**src/grouped_weighted_mean_defines.svh**
```systemverilog
`ifndef GROUPED_WEIGHTED_MEAN_DEFINES_SVH
`define GROUPED_WEIGHTED_MEAN_DEFINES_SVH

// check that holds at every edge out of reset
`define GWM_ASSERT_ALWAYS(lbl, expr) \
  lbl: assert property (@(posedge clk) disable iff (rst) (expr)) \
    else $error("gwm invariant violated");

// check in the cycle after a trigger
`define GWM_ASSERT_NEXT(lbl, trig, expr) \
  lbl: assert property (@(posedge clk) disable iff (rst) (trig) |=> (expr)) \
    else $error("gwm sequence violated");

`endif

```
**src/gwm_pkg.sv**
```systemverilog
`default_nettype none
package gwm_pkg;

  localparam int ID_W    = 32;
  localparam int MEAN_W  = 32;
  localparam int WCNT_W  = 16;
  localparam int PROD_W  = MEAN_W + WCNT_W;
  localparam int SUM_W   = 54;
  localparam int CNT_W   = 22;
  localparam int TABLE_DEPTH_DEF = 64;
  localparam int QUEUE_DEPTH = 4;

  localparam logic [ID_W-1:0] MISSING_ID = 32'h8000_0000;

  // one queued record word
  typedef struct packed {
    logic signed [ID_W-1:0]   id;
    logic signed [PROD_W-1:0] prod;
    logic [WCNT_W-1:0]        cnt;
    logic                     absorb;
    logic                     fin;
  } rec_t;

  typedef struct packed {
    logic full;
    logic empty;
  } q_stat_t;

endpackage
`default_nettype wire

```
**src/gwm_front.sv**
```systemverilog
`default_nettype none
module gwm_front (
  input  wire logic                                 clk,
  input  wire logic                                 rst,
  input  wire logic                                 in_valid,
  output logic                                      in_stall,
  input  wire logic signed [gwm_pkg::ID_W-1:0]      group_id,
  input  wire logic                                 id_present,
  input  wire logic signed [gwm_pkg::MEAN_W-1:0]    mean_value,
  input  wire logic [gwm_pkg::WCNT_W-1:0]           weight_count,
  input  wire logic                                 final_record,
  input  wire gwm_pkg::q_stat_t                     q_stat,
  output logic                                      push,
  output gwm_pkg::rec_t                             push_rec
);

  logic                              s_valid;
  logic signed [gwm_pkg::ID_W-1:0]   s_id;
  logic signed [gwm_pkg::MEAN_W-1:0] s_mean;
  logic [gwm_pkg::WCNT_W-1:0]        s_cnt;
  logic                              s_abs;
  logic                              s_fin;

  assign in_stall = s_valid && q_stat.full;
  assign push     = s_valid && !q_stat.full;

  always_comb begin
    push_rec.id     = s_id;
    push_rec.prod   = $signed({{(gwm_pkg::PROD_W-gwm_pkg::MEAN_W){s_mean[gwm_pkg::MEAN_W-1]}},
                               s_mean}) *
                      $signed({{(gwm_pkg::PROD_W-gwm_pkg::WCNT_W){1'b0}}, s_cnt});
    push_rec.cnt    = s_cnt;
    push_rec.absorb = s_abs;
    push_rec.fin    = s_fin;
  end

  always_ff @(posedge clk) begin
    if (rst) begin
      s_valid <= 1'b0;
    end else if (in_valid && !in_stall) begin
      s_valid <= 1'b1;
      s_id    <= group_id;
      s_mean  <= mean_value;
      s_cnt   <= weight_count;
      s_abs   <= id_present && (group_id != gwm_pkg::MISSING_ID);
      s_fin   <= final_record;
    end else if (push) begin
      s_valid <= 1'b0;
    end
  end

endmodule
`default_nettype wire

```
**config.mk**
```make
export PLATFORM = sky130hd
export DESIGN_NAME = gwm_front
export DESIGN_NICKNAME = d
export VERILOG_FILES = /design/src/grouped_weighted_mean_defines.svh /design/src/gwm_pkg.sv /design/src/gwm_front.sv
export SDC_FILE = /design/constraint.sdc
export NUM_CORES = 1
export LEC_CHECK = 0
export BUFFER_PORTS_ARGS = -buffer_cell sky130_fd_sc_hd__buf_4
export CAP_MARGIN = 10
export CORE_MARGIN = 2
export CORE_UTILIZATION = 25
export DETAILED_ROUTE_END_ITERATION = 10
export SLEW_MARGIN = 10
export SYNTH_ARGS = -nofsm -noshare
export SYNTH_HDL_FRONTEND = slang
export SYNTH_SLANG_ARGS = --single-unit
```
**constraint.sdc**
```tcl
create_clock -name clk -period 14.7 [get_ports clk]
set_input_delay 2.94 -clock clk [delete_from_list [all_inputs] [get_ports clk]]
set_output_delay 2.94 -clock clk [all_outputs]
set_load 0.02 [all_outputs]
```
==> impl_metrics.py <==
metrics = {
    "timing": {
        "worst_pin_slew_ps": 1052,
        "setup_tns_ps": 0,
        "slew_violations": 0,
        "slew-limit-headroom_pct": 29.24,
        "finalCritPeriodShare_pct": 72.14,
        "hold_viol": 0,
        "grt_setup_unrepaired": "false",
        "setup_ws_ps": 4096,
        "fin_skew_ps": 17.06,
        "finalSetupViolations": 0,
        "timing.fmax_mhz": 94.31,
        "period_needed_ps": 10600,
    },
    "cts": {
        "cts_made_buffers": 9,
        "clock-root-buffer": "clkbuf_16",
        "tritoncts": "yes",
        "clk_latency_ps": 390,
        "h-tree-depth": 3,
        "postCtsSetupBuffers": 0,
        "ctsHoldBuffers": 0,
        "clock-sinks": 83,
        "clockBufferDepth": 2,
        "post_cts_resized": 0,
        "clkTransAtPathRegs_ps": 70,
    },
    "place": {
        "io_buffers": 185,
        "gp_congestion": 0.8152,
        "place_inst": 3349,
        "hpwl_um": 42850,
        "place_ws_ps": 4490,
    },
    "setup_path": {
        "worstRegToRegCells": 3,
        "reg2reg_slack_ps": 13070,
        "start_kind": "register",
        "critPathKind": "register to output port",
        "end_kind": "output port",
        "crit_fanout": 16,
        "critPathSlowestCell": "edfxtp_1",
        "reg2reg_to": "s_mean[24]",
        "r2r_start": "s_valid",
        "path_common_cell": "fa_1",
        "cp.arrival_ps": 7660,
        "cp_cell_sequence": "nand2_1 > fa_1 > fa_1 > fa_1 > inv_1 > fa_1 > fa_1 > inv_1 > fa_1 > inv_1 > ha_1 > a21oi_1 > o221ai_1 > a21oi_1 > o31a_1 > o2111ai_1 > a31o_1 > a21oi_1 > xnor2_1 > buf_4",
        "slowest_delay_ps": 890,
        "worstPathRequired_ps": 11760,
    },
    "logic_synthesis": {
        "syn_area_per_cell_sq_um": 9.486,
        "synth_area_leaders": "fa_1 47%, edfxtp_1 12%, inv_1 11%",
        "syn-num-nets": 2852,
        "ys_warn_count": 0,
        "ys_ff_latch": 83,
        "synth.most_common_cell": "inv_1",
        "yosys.area.top_type": "fa_1",
        "synth_ff_type": "edfxtp_1",
        "async_flop_share_pct": 0,
        "synth_cell_types": 55,
        "syn-cell-area_sq_mm": 0.02056,
        "synth_top_cells_by_count": "581 x inv_1, 484 x fa_1, 316 x nand2_1",
        "yosysSeqAreaShare_pct": 12.08,
        "synth_top_area_share_pct": 47.14,
        "synth-edff-count": 82,
        "syn_inst": 2167,
    },
    "floorplan": {
        "start_util_pct": 25.16,
        "io_pins": 187,
        "row_count": 105,
        "die_h_um": 290.7,
        "die_area_sq_mm": 0.08453,
        "core_region_area_sq_mm": 0.08172,
        "die_w_um": 290.7,
    },
    "cells_and_area": {
        "final_layout_size_suffix_gt1_share_pct": 10.37,
        "syn_to_final_growth_pct": 13.76,
        "nNetsFinal": 2975,
        "fin_cells": 3366,
    },
    "detailed_routing": {
        "ant_nets": 0,
        "vias_per_cell": 4.330,
        "first_pass_iters": 5,
        "wirelength_um": 52100,
        "drtIter0Drc": 700,
        "drc_errors": 0,
        "avgRoutedWirePerCell_um": 15.48,
        "vias": 14580,
    },
    "flow_run": {
        "cap_violations": 0,
    },
    "outcome": {
        "outcome": "finished clean",
    },
    "global_route": {
        "grt_pass1_vias": 15890,
        "grt_pass1_wl_um": 85950,
        "antenna_found_initial": 1,
        "grt_start_max_net_pins": 51,
        "grt-ovfl-total": 0,
        "grt_usage_pct": 12.96,
    },
    "worst_hold_path": {
        "min_to": "s_valid",
        "min_path_type": "register to register",
        "whs_path_depth": 3,
        "min_from": "s_valid",
    },
}
area by class of cell:
cell class	instances	area, sq um
Clock buffer	9	225.2
Clock inverter	7	71.32
Timing Repair Buffer	206	1546
Sequential cell	83	2482
Tap cell	1070	1339
Fill cell	8708	58330
Antenna cell	1	2.502
Multi-Input combinational cell	1409	15540
Inverter	581	2181
critical path, delay by kind of cell, from the launching register on:
family	cells	cell delay, ps
AOI/OAI and AO/OA	7	2250
xor gates and xnor gates	1	150
DFF	1	890
buffers and inverters	4	320
and+or+nand+nor	1	180
adders and majority gates	7	3460
logic make-up (layout without fill, tap and decap cells):
| kind of cell | after synthesis | count (layout) | share of synthesized area (%) |
|---|---|---|---|
| adder cells (fa/ha/maj) | 598 | 598 | 54.08 |
| AO/OA/AOI/OAI | 138 | 138 | 4.535 |
| buffers and inverters | 675 | 803 | 12.37 |
| other | 0 | 1 | 0 |
| multiplexers | 1 | 1 | 0.05478 |
| XOR/XNOR | 52 | 52 | 2.216 |
| AND/OR/NAND/NOR | 620 | 620 | 14.68 |
| flip-flops | 83 | 83 | 12.08 |
per-layer routing:
metal  global-route usage [%]  routed length (um)
met5                        0                   0
met4                    3.450                1246
met3                    2.738                3088
met2                    22.76               26430
met1                    16.07               21340
worst max path at each step:
| stage | from | end | slack [ps] |
|---|---|---|---|
| 2_1_floorplan | q_stat[1] | s_abs | 4860 |
| 6_report | s_mean[14] | push_rec[65] | 4100 |
| 3_5_place_dp | s_mean[14] | push_rec[65] | 4490 |
| 4_1_cts | s_mean[14] | push_rec[65] | 4060 |
| 3_3_place_gp | s_mean[9] | push_rec[65] | 4530 |
| 5_1_grt | s_mean[7] | push_rec[65] | 3770 |
flip-flops by register name, summed over array words and instances, names as in the netlist:
register  count
s_cnt        16
s_id         32
s_valid       1
s_mean       32
s_fin         1
s_abs         1
layout by cell type (no fill, tap or decap), types with 2 or more instances in the layout:
cell	count
a211oi_1	3
a21o_1	22
a21oi_1	39
a21oi_2	3
a31o_2	2
a31oi_1	10
and2_1	228
and3_1	4
buf_4	206
clkbuf_16	9
clkinvlp_4	2
edfxtp_1	82
fa_1	484
ha_1	114
inv_1	581
inv_8	2
nand2_1	316
nand2b_1	2
nand3_1	8
nand4_1	13
nor2_1	26
nor2b_1	3
nor3_1	8
nor4_1	7
o211ai_1	6
o21a_1	2
o21ai_0	21
o21ai_1	5
o21bai_1	5
o31a_1	2
o31ai_1	3
xnor2_1	36
xor2_1	16
per-stage QoR:
stage	utilization [%]	cell area, sq um	hold WS (ps)
after detailed placement	28.25	23080	630.3
final	28.62	23380	643.0
after global placement	28.25	23080	629.3
after CTS	28.61	23380	647.1
after floorplan	-	20560	682.9
after global routing	28.62	23380	700.9
Power is left out: the tool's default activity adds up to more than one toggle a clock period on the data nets, which glitch-free logic cannot reach.
