File: config.mk
export PLATFORM = sky130hd
export DESIGN_NAME = gwm_fifo
export DESIGN_NICKNAME = d
export VERILOG_FILES = /design/src/grouped_weighted_mean_defines.svh /design/src/gwm_pkg.sv /design/src/gwm_fifo.sv
export SDC_FILE = /design/constraint.sdc
export NUM_CORES = 1
export LEC_CHECK = 0
export BUFFER_PORTS_ARGS = -buffer_cell sky130_fd_sc_hd__clkbuf_2
export CELL_PAD_IN_SITES_DETAIL_PLACEMENT = 1
export CELL_PAD_IN_SITES_GLOBAL_PLACEMENT = 1
export CORE_MARGIN = 2
export CORE_UTILIZATION = 50
export CTS_BUF_LIST = sky130_fd_sc_hd__clkbuf_16
export DETAILED_ROUTE_END_ITERATION = 10
export HOLD_SLACK_MARGIN = 0.03
export PLACE_DENSITY_LB_ADDON = 0.1
export RECOVER_POWER = 25
export SYNTH_ARGS = -nofsm -noshare
export SYNTH_HDL_FRONTEND = slang
export SYNTH_SLANG_ARGS = --single-unit
export TNS_END_PERCENT = 10
File: constraint.sdc
create_clock -name clk -period 3.9 [get_ports clk]
set_input_delay 0.195 -clock clk [delete_from_list [all_inputs] [get_ports clk]]
set_output_delay 0.195 -clock clk [all_outputs]
set_load 0.005 [all_outputs]
File: src/grouped_weighted_mean_defines.svh
`ifndef GROUPED_WEIGHTED_MEAN_DEFINES_SVH
`define GROUPED_WEIGHTED_MEAN_DEFINES_SVH

// check that holds at every edge out of reset
`define GWM_ASSERT_ALWAYS(lbl, expr) \
  lbl: assert property (@(posedge clk) disable iff (rst) (expr)) \
    else $error("gwm invariant violated");

// check in the cycle after a trigger
`define GWM_ASSERT_NEXT(lbl, trig, expr) \
  lbl: assert property (@(posedge clk) disable iff (rst) (trig) |=> (expr)) \
    else $error("gwm sequence violated");

`endif

File: src/gwm_pkg.sv
`default_nettype none
package gwm_pkg;

  localparam int ID_W    = 32;
  localparam int MEAN_W  = 32;
  localparam int WCNT_W  = 16;
  localparam int PROD_W  = MEAN_W + WCNT_W;
  localparam int SUM_W   = 54;
  localparam int CNT_W   = 22;
  localparam int TABLE_DEPTH_DEF = 64;
  localparam int QUEUE_DEPTH = 4;

  localparam logic [ID_W-1:0] MISSING_ID = 32'h8000_0000;

  // one queued record word
  typedef struct packed {
    logic signed [ID_W-1:0]   id;
    logic signed [PROD_W-1:0] prod;
    logic [WCNT_W-1:0]        cnt;
    logic                     absorb;
    logic                     fin;
  } rec_t;

  typedef struct packed {
    logic full;
    logic empty;
  } q_stat_t;

endpackage
`default_nettype wire

File: src/gwm_fifo.sv
`default_nettype none
module gwm_fifo (
  input  wire logic          clk,
  input  wire logic          rst,
  input  wire logic          push,
  input  wire gwm_pkg::rec_t push_rec,
  input  wire logic          pop,
  output gwm_pkg::rec_t      head,
  output gwm_pkg::q_stat_t   q_stat
);

  localparam int PTR_W = $clog2(gwm_pkg::QUEUE_DEPTH);

  gwm_pkg::rec_t    mem [gwm_pkg::QUEUE_DEPTH];
  logic [PTR_W-1:0] wr_ptr;
  logic [PTR_W-1:0] rd_ptr;
  logic [PTR_W:0]   fill;

  assign head         = mem[rd_ptr];
  assign q_stat.full  = (fill == (PTR_W+1)'(gwm_pkg::QUEUE_DEPTH));
  assign q_stat.empty = (fill == '0);

  always_ff @(posedge clk) begin
    if (push) mem[wr_ptr] <= push_rec;
  end

  always_ff @(posedge clk) begin
    if (rst) begin
      wr_ptr <= '0;
      rd_ptr <= '0;
      fill   <= '0;
    end else begin
      if (push) wr_ptr <= wr_ptr + 1'b1;
      if (pop)  rd_ptr <= rd_ptr + 1'b1;
      if (push && !pop)      fill <= fill + 1'b1;
      else if (pop && !push) fill <= fill - 1'b1;
    end
  end

endmodule
`default_nettype wire

==> impl_metrics.py, run 1 <==
metrics = {
    "status": {
        "status": "complete, no violations",
    },
    "critical_path": {
        "critPathMaxStageDelay_ps": 930,
        "crit_type": "flop to primary output",
        "r2r_end": "mem[3][55]",
        "cpLargestDelayFamily": "flip-flops",
        "reg2regPathDepth": 3,
        "cp.required_ps": 3700,
        "worst-path-max-fanout": 41,
        "cp_slowest_cell": "dfxtp_4",
        "reg2reg_slack_ps": 1810,
        "start_kind": "flop",
        "endpoint_kind": "primary output",
        "cp.arrival_ps": 2520,
        "reg2reg_from": "wr_ptr[0]",
        "critPathBufInv": 2,
        "crit_path_cell_trace": "buf_12, mux4_2, clkbuf_2",
    },
    "detailed_routing": {
        "viasPerCell": 5.346,
        "totalWireLength_um": 29920,
        "drt_iter0_markers": 469,
        "final_antenna_net_count": 0,
        "wl_per_cell_um": 22.98,
        "drc": 0,
        "vias": 6960,
        "dr.pass1.iters": 6,
    },
    "global_route": {
        "grt_pass1_vias": 8012,
        "grt_use_total_pct": 20.17,
        "grt_max_degree": 57,
        "gr-total-overflow": 0,
        "grt_pass1_wl_um": 46450,
        "antenna_found_initial": 3,
    },
    "clock_network": {
        "htree_levels": 2,
        "clock_path_buffers": 3,
        "cts_tree": "yes",
        "clk_pin_slew_ps": 60,
        "numCtsBuffers": 42,
        "clock_latency_ps": 520,
        "cts_sinks": 401,
        "cts-root-buf": "clkbuf_16",
        "postCtsResizedCells": 0,
    },
    "synth": {
        "ys_warn_count": 0,
        "syn_nets": 664,
        "netlist_area_sq_um": 14560,
        "synth_area_leaders": "edfxtp_1, mux4_2, dfxtp_1, ha_1, buf_2",
        "syn-instance-count": 556,
        "synth-seq-cells": 401,
        "ys_seq_area_share_pct": 82.11,
        "netlist.area_leader.share_pct": 80.87,
        "post_synth_num_cell_types": 22,
        "synth_largest_area_cell": "edfxtp_1",
        "avgSynthCellArea_sq_um": 26.18,
    },
    "hold_path": {
        "holdPathEnd": "wr_ptr[0]",
        "min-delay-start": "push",
        "min_path_cells": 3,
        "min_path_type": "primary input to flop",
    },
    "sta": {
        "clock_skew_ps": 8.282,
        "max_freq_mhz": 367.7,
        "setup_viol": 0,
        "fin_crit_ps": 2720,
        "rsz0062_at_grt": "false",
        "tns_ps": 0,
        "period_share_pct": 69.74,
        "hold_violations": 0,
        "slew_violations": 0,
        "worstMarginPinSlew_ps": 902.3,
        "slew-limit-headroom_pct": 39.85,
    },
    "floorplanning": {
        "initial_core_util_pct": 50.71,
        "num_io_pins": 202,
        "core_sq_um": 28700,
        "dieArea_sq_um": 30490,
        "die_h_um": 174.6,
        "die_x_um": 174.6,
        "rows": 62,
    },
    "layout": {
        "drive_gt1_share_pct": 32.68,
        "syn2layout_area_growth_pct": 24.99,
        "final_cell_mix": "edfxtp_1, clkbuf_2, dlygate4sd3_1",
        "layout_commonest_cell": "edfxtp_1",
        "nets": 994,
        "fin_util_pct": 63.38,
    },
    "run": {
        "maxCapViolations": 0,
    },
    "power": {
        "p_leak_nw": 6.124,
        "power_density_nw_per_um2": 519.3,
        "vdd_drop_max_mv": 0.3500,
    },
    "placement": {
        "hpwl_um": 16810,
        "finalWeightedCongestion": 0.7036,
        "placement.io_buffers": 201,
    },
}
[layout make-up]
| type | count | area (sq um) |
|---|---|---|
| sequential | 401 | 11960 |
| multi-input combinational | 128 | 2447 |
| clock buffer | 43 | 1076 |
| timing repair buffer | 309 | 2081 |
| tap | 384 | 480.5 |
| fill | 2397 | 10510 |
| antenna | 3 | 7.507 |
| inverter | 4 | 15.01 |
| clock inverter | 30 | 126.4 |
[state kept, by name, indices dropped and copies added, names as in the netlist, named ones only]
| name | flops |
|---|---|
| fill | 3 |
| mem | 392 |
| rd_ptr | 2 |
| wr_ptr | 2 |
[layer usage]
layer	vias to the layer above	share of wire (%)	GRT usage, %
met5	-	0	0
met4	0	2.2	6.076
li1	3061	-	-
met3	46	5.1	3.982
met2	195	51	34.54
met1	3658	41	26.54
[worst register-to-register path, cell delays in order, from the launching register on]
cell and delay (ps):
dfxtp_1 400, ha_1 190, and2_4 690, buf_12 420
[kinds of logic (layout without fill, tap and decap cells)]
group           Yosys count  count (layout)  share of synthesized area, %
flops                   401             401                         82.11
mux                     100             100                         15.30
buf+inv                  27             386                         1.143
simple gates             15              15                        0.5072
fa+ha+maj                 6               6                        0.5674
xor+xnor                  5               5                        0.3009
compound gates            2               2                       0.06870
other cells               0               3                             0
[worst max-delay path by stage]
stage,cells after the start,endpoint,start
2_1_floorplan,3,mem[0][0],wr_ptr[0]
3_3_place_gp,3,head[9],flop
3_5_place_dp,3,head[79],flop
4_1_cts,3,head[9],flop
5_1_grt,3,head[79],flop
6_report,3,head[4],flop
[stage by stage]
stage	setup WS (ps)	cells	instance area, sq um	total power, mW	hold WS, ps
detailed placement	1617	1125	16050	5.965	418.2
finish	1180	1302	18190	9.447	47.50
CTS	1057	1299	18260	9.546	32.61
global route	958.3	1302	18190	9.769	75.42
global placement	1628	1125	16050	5.923	406.4
floorplan	623.7	556	14560	5.568	293.9
[synth_stat cells, drive strengths merged]
cell / n
inv: 4
edfxtp: 392
buf: 15
clkbuf: 8
nor2: 7
nor3b: 1
xnor2: 2
a21oi: 1
nand2: 1
o21ai: 1
mux2i: 2
fa: 1
mux4: 98
and2: 4
xor2: 3
ha: 5
dfxtp: 9
nor3: 1
or3: 1
[where the power goes]
group	switching [mW]	total [mW]	internal [mW]
clock network	1.53	3.51	1.98
registers	0.0966	5.05	4.95
logic	0.422	0.886	0.464
[timing repair]
item                                    4_1_cts  5_1_grt
hold buffers                                101        0
endpoints found under the hold margin       401        0
endpoints found under the setup margin        0        0
buffers inserted                              0        0
Power figures use the tool's default switching activity.
==> run 2: changes to the inputs <==
Settings changed: ABC_AREA set to 1, CORE_UTILIZATION 50 to 47.
Clock period 3.9 ns to 2.6 ns, I/O delays scaled along.
==> run 2 against run 1 <==
Clock power increased by 57%. Clock skew increased by 4.5 ps. Via count increased by 36%. Setup slack got worse by 1000 ps. Count of clock-buffer cells in the layout unchanged. Largest power group unchanged. Combinational power increased by 55%. Design area increased by 2.6%. Flip-flop and latch count unchanged. Core utilization decreased by 4.1 points. Die area increased by 9.1%. Sequential share of layout area decreased by 1.7 points.
==> impl_metrics.py, run 2 <==
metrics = {
    "detailed_routing": {
        "wl_per_cell_um": 20.67,
        "drt_iter0_markers": 604,
        "drc": 0,
        "vias": 9486,
        "final_antenna_net_count": 0,
        "viasPerCell": 5.427,
        "dr.pass1.iters": 4,
        "totalWireLength_um": 36130,
    },
    "synth": {
        "avgSynthCellArea_sq_um": 14.87,
        "ys_async_sr_fraction_pct": 0,
        "ys.flop_type": "edfxtp_1",
        "synth_largest_area_cell": "edfxtp_1",
        "ys_seq_area_share_pct": 79.90,
        "synth_area_leaders": "edfxtp_1, o21ai_0, nor2_1, o22ai_1, o21ai_1",
        "netlist_area_sq_um": 14960,
        "post_synth_num_cell_types": 23,
        "netlist.area_leader.share_pct": 78.70,
        "synth_edf_count": 392,
        "synth_most_common_cell": "edfxtp_1",
        "synth-seq-cells": 401,
        "ys_warn_count": 0,
        "syn-instance-count": 1006,
        "synthTopCellsByCount": "edfxtp_1, nor2_1, o21ai_0",
        "syn_nets": 1114,
    },
    "power": {
        "seqPwrFrac_pct": 52.1,
        "vdd_drop_max_mv": 0.6633,
        "power_density_nw_per_um2": 768.1,
        "power_switching_share_pct": 22.69,
        "p_leak_nw": 6.545,
        "combPwrFrac_pct": 9.5,
        "internal-power_mw": 11.09,
        "switching_power_mw": 3.254,
        "power.share.clock_pct": 38.4,
    },
    "sta": {
        "clock_skew_ps": 12.78,
        "period_share_pct": 94.87,
        "tns_ps": 0,
        "slew_violations": 0,
        "max_freq_mhz": 405.4,
        "hold_ws_ps": 325.6,
        "hold_violations": 0,
        "worstMarginPinSlew_ps": 596.7,
        "setup_viol": 0,
        "rsz0062_at_grt": "false",
        "slew-limit-headroom_pct": 60.22,
        "fin_crit_ps": 2467,
    },
    "layout": {
        "multi_input_area_sq_um": 2539,
        "fin_cells": 1748,
        "fin_util_pct": 59.32,
        "largest_register": "mem",
        "top_regs": "mem (392), fill (3)",
        "regArea_sq_um": 11960,
        "fillers": 3041,
        "drive_gt1_share_pct": 16.83,
        "final_area_sq_um": 18670,
        "syn2layout_area_growth_pct": 24.83,
        "layout_commonest_cell": "edfxtp_1",
        "nets": 1422,
        "final_cell_mix": "edfxtp_1, nor2_1, o21ai_0",
        "largest_register_ffs": 392,
    },
    "floorplanning": {
        "core_sq_um": 31470,
        "die_x_um": 182.4,
        "die_h_um": 182.4,
        "rows": 65,
        "initial_core_util_pct": 47.53,
        "num_io_pins": 202,
        "dieArea_sq_um": 33270,
    },
    "placement": {
        "dp_cells": 1570,
        "finalWeightedCongestion": 0.7115,
        "place_area_sq_um": 16460,
        "hpwl_um": 20860,
        "placement.io_buffers": 201,
    },
    "clock_network": {
        "post_cts_buffers": 0,
        "clk_pin_slew_ps": 60,
        "clock_path_buffers": 3,
        "numCtsBuffers": 43,
        "cts-root-buf": "clkbuf_16",
        "htree_levels": 2,
        "clock_latency_ps": 520,
        "cts_sinks": 401,
        "cts_tree": "yes",
    },
    "global_route": {
        "grt_max_degree": 129,
        "grt_use_total_pct": 21.88,
        "gr-total-overflow": 0,
        "antenna_found_initial": 4,
        "grt_pass1_wl_um": 55910,
        "grt_pass1_vias": 10060,
    },
    "critical_path": {
        "cp.required_ps": 2470,
        "worst-path-max-fanout": 60,
        "r2r_end": "mem[0][47]",
        "endpoint_kind": "primary output",
        "start_kind": "flop",
        "reg2regPathDepth": 5,
        "reg2reg_slack_ps": 820,
        "reg2reg_from": "wr_ptr[0]",
        "crit_type": "flop to primary output",
        "cp.arrival_ps": 2340,
    },
    "run": {
        "maxCapViolations": 0,
    },
    "hold_path": {
        "min_path_cells": 3,
        "min-delay-start": "rst",
        "min_path_type": "primary input to flop",
        "holdPathEnd": "fill[0]",
    },
    "status": {
        "status": "complete, no violations",
    },
}
==> run 2: cell types whose count changed after synthesis, moves of 11 or more <==
cell,before,now
buf_6,1,15
clkbuf_1,8,34
inv_1,4,15
mux4_2,98,0
nor2_1,7,202
o21ai_0,1,154
o21ai_1,0,47
o22ai_1,0,98
==> run 2: layout make-up <==
type                       instances  area share (%)
timing repair buffer             327           12.46
sequential                       401           64.05
clock inverter                    31          0.9583
inverter                          17          0.4356
clock buffer                      43           5.763
tap                              402           2.694
antenna                            3         0.04021
multi-input combinational        524           13.60
==> run 2: critical path: stages, from the launching register on <==
cell,delay [ps]
dfxtp_4,480
inv_6,410
buf_4,370
o21ai_0,150
o22ai_1,220
clkbuf_2,170
==> run 2: power groups by stage <==
stage | logic [mW] | clock network, mW | registers (mW)
after floorplan | 0.645 | 0 | 7.59
after global placement | 1.23 | 0 | 7.59
after detailed placement | 1.26 | 0 | 7.61
after CTS | 1.40 | 5.62 | 7.47
after global routing | 1.51 | 5.87 | 7.49
final | 1.37 | 5.51 | 7.47
==> run 2: worst max path at each step <==
stage	to	depth (start not counted)	startpoint
after floorplan	mem[0][0]	4	wr_ptr[0]
after global placement	head[49]	5	flop
after detailed placement	head[62]	4	flop
after CTS	head[62]	4	flop
after global routing	head[24]	5	flop
final	head[5]	5	flop
==> run 2: layer usage <==
metal	vias up	wire length (um)	global-route usage [%]
li1	4414	-	-
met1	4751	15370	28.65
met2	251	18140	37.85
met3	66	1828	4.071
met4	4	774	5.774
met5	-	21	0
==> run 2: cell families after synthesis <==
family,after synthesis,synth area share [%]
AO/OA/AOI/OAI,302,10.92
adder cells (fa/ha/maj),6,0.5521
XOR/XNOR,1,0.05856
AND/OR/NAND/NOR,215,5.437
buffers and inverters,81,3.128
flip-flops,401,79.90
==> run 2: timing repair <==
action	in CTS	in global routing
endpoints found under the hold margin	401	0
setup endpoints to repair	0	2
hold buffers	101	0
resized for setup	0	1
==> run 2: per-stage QoR <==
step                      worst slack, ps  total power, mW
after floorplan                    -332.8            8.238
after global placement              736.2            8.820
after detailed placement            649.2            8.868
after CTS                           94.61            14.49
after global routing                13.53            14.88
final                               133.3            14.34
==> run 3: changes to the inputs <==
Settings changed: ABC_AREA 1 to 0, CORE_UTILIZATION 47 to 50, GPL_TIMING_DRIVEN set to 0.
==> run 3 against run 2 <==
Design area is 1.8% lower. First-iteration DRC count is 39% lower. Combinational power is 4% higher. Register-to-register slack worse by 270 ps. Non-clock buffer count is 3 higher. Global-route usage is 2.2 points lower. Critical path type unchanged.
==> impl_metrics.py, run 3 (synthesis results as in run 1) <==
metrics = {
    "status": {
        "status": "complete, no violations",
    },
    "hold_path": {
        "min-delay-start": "push_rec[40]",
        "min_path_cells": 2,
        "min_path_type": "primary input to flop",
        "holdPathEnd": "mem[2][40]",
    },
    "sta": {
        "hold_violations": 0,
        "max_freq_mhz": 418.0,
        "clock_skew_ps": 9.250,
        "worstMarginPinSlew_ps": 821.5,
        "fin_ws_ps": 207.5,
        "hold_ws_ps": 396.2,
        "slew-limit-headroom_pct": 45.23,
        "fin_crit_ps": 2393,
        "setup_viol": 0,
        "period_share_pct": 92.02,
        "rsz0062_at_grt": "false",
        "slew_violations": 0,
    },
    "floorplanning": {
        "core_sq_um": 28700,
        "die_x_um": 174.6,
        "die_h_um": 174.6,
        "dieArea_sq_um": 30490,
        "initial_core_util_pct": 50.71,
        "num_io_pins": 202,
        "rows": 62,
    },
    "run": {
        "maxCapViolations": 0,
    },
    "power": {
        "power_switching_share_pct": 21.43,
        "seqPwrFrac_pct": 52.6,
        "power_density_nw_per_um2": 777.8,
        "combPwrFrac_pct": 10.0,
        "power.share.clock_pct": 37.4,
        "switching_power_mw": 3.055,
        "vdd_drop_max_mv": 0.6079,
        "p_leak_nw": 6.193,
        "internal-power_mw": 11.20,
    },
    "detailed_routing": {
        "vias": 6983,
        "dr.pass1.iters": 4,
        "wl_per_cell_um": 21.98,
        "viasPerCell": 5.286,
        "drt_iter0_markers": 370,
        "drc": 0,
        "final_antenna_net_count": 0,
        "totalWireLength_um": 29030,
    },
    "clock_network": {
        "cts_tree": "yes",
        "htree_levels": 2,
        "clock_latency_ps": 510,
        "clock_path_buffers": 3,
        "cts-root-buf": "clkbuf_16",
        "numCtsBuffers": 41,
        "clk_pin_slew_ps": 60,
        "cts_sinks": 401,
    },
    "global_route": {
        "grt_pass1_wl_um": 45600,
        "grt_use_total_pct": 19.71,
        "gr-total-overflow": 0,
        "grt_max_degree": 55,
        "antenna_found_initial": 1,
        "grt_pass1_vias": 8015,
    },
    "critical_path": {
        "worst-path-max-fanout": 10,
        "reg2reg_slack_ps": 550,
        "cp.arrival_ps": 2260,
        "start_kind": "flop",
        "crit_type": "flop to primary output",
        "endpoint_kind": "primary output",
        "reg2regPathDepth": 4,
        "reg2reg_from": "wr_ptr[0]",
        "cp.required_ps": 2470,
        "r2r_end": "mem[0][81]",
    },
    "placement": {
        "placement.io_buffers": 200,
        "finalWeightedCongestion": 0.7191,
        "hpwl_um": 17530,
        "pre_cts_ws_ps": 526.5,
    },
    "layout": {
        "largest_register": "mem",
        "final_cell_mix": "edfxtp_1, clkbuf_2, dlygate4sd3_1",
        "largest_register_ffs": 392,
        "layout_commonest_cell": "edfxtp_1",
        "syn2layout_area_growth_pct": 25.93,
        "fillers": 2405,
        "nets": 1014,
        "top_regs": "mem (392), fill (3)",
        "drive_gt1_share_pct": 33.55,
    },
}
[run 3: changes by cell type in the layout (fill, tap and decap cells not counted), moves of 6 or more]
cell,delta
buf_12,-12
buf_2,+11
buf_4,-10
clkbuf_1,+13
clkbuf_2,-6
clkinv_2,+7
inv_1,-13
mux4_2,+98
nand2_1,-8
nor2_1,-195
o21ai_0,-153
o21ai_1,-47
o22ai_1,-98
[run 3: timing repair]
item,CTS,global route
hold endpoints to repair,400,0
resized for setup,0,0
setup endpoints to repair,0,0
buffers inserted,0,0
hold buffers,103,0
[run 3: cell type report]
type | instances | area [sq um] | area share [%]
Clock inverter | 32 | 191.4 | 1.044
Sequential cell | 401 | 11950 | 65.21
Clock buffer | 41 | 1026 | 5.598
Timing Repair Buffer | 307 | 2063 | 11.26
Tap cell | 384 | 480.5 | 2.621
Multi-Input combinational cell | 128 | 2447 | 13.35
Inverter | 4 | 15.01 | 0.08192
Buffer | 23 | 151.4 | 0.8260
Antenna cell | 1 | 2.502 | 0.01365
[run 3: power by group through the flow]
stage,clock network [mW],registers (mW),logic (mW)
floorplan,0,7.63,0.717
global placement,0,7.65,1.26
detailed placement,0,7.64,1.34
CTS,5.43,7.51,1.47
global route,5.65,7.53,1.56
finish,5.33,7.50,1.43
[run 3: worst max-delay path by stage]
stage | startpoint | end | slack [ps] | depth (start not counted)
after floorplan | wr_ptr[0] | mem[2][0] | -680 | 3
after global routing | flop | head[89] | 140 | 4
after detailed placement | wr_ptr[0] | mem[0][65] | 530 | 4
final | flop | head[5] | 210 | 4
after CTS | flop | head[75] | 180 | 5
after global placement | wr_ptr[0] | mem[2][70] | -2370 | 3
[run 3: worst max-delay path: stages, from the launching register on]
cell and delay, ps:
dfxtp_1 300, buf_2 280, clkbuf_1 590, mux4_2 420, clkbuf_2 160
[run 3: through the flow]
step           setup TNS (ps)  cells  utilization (%)  area, sq um  power (mW)
2_1_floorplan         -195100    556                -        14560       8.345
3_3_place_gp          -739010   1140            55.88        16040       8.913
3_5_place_dp                0   1144            56.29        16160       8.977
4_1_cts                     0   1320            64.12        18410       14.42
5_1_grt                     0   1321            63.86        18330       14.74
6_report                    0   1321            63.86        18330       14.26
[run 3: routing by layer]
layer	global-route usage, %	routed length, um	part of all wire (%)
met1	25.57	11860	41
met2	34.03	14870	51
met3	3.829	1554	5.4
met4	6.319	750	2.6
met5	0	0	0
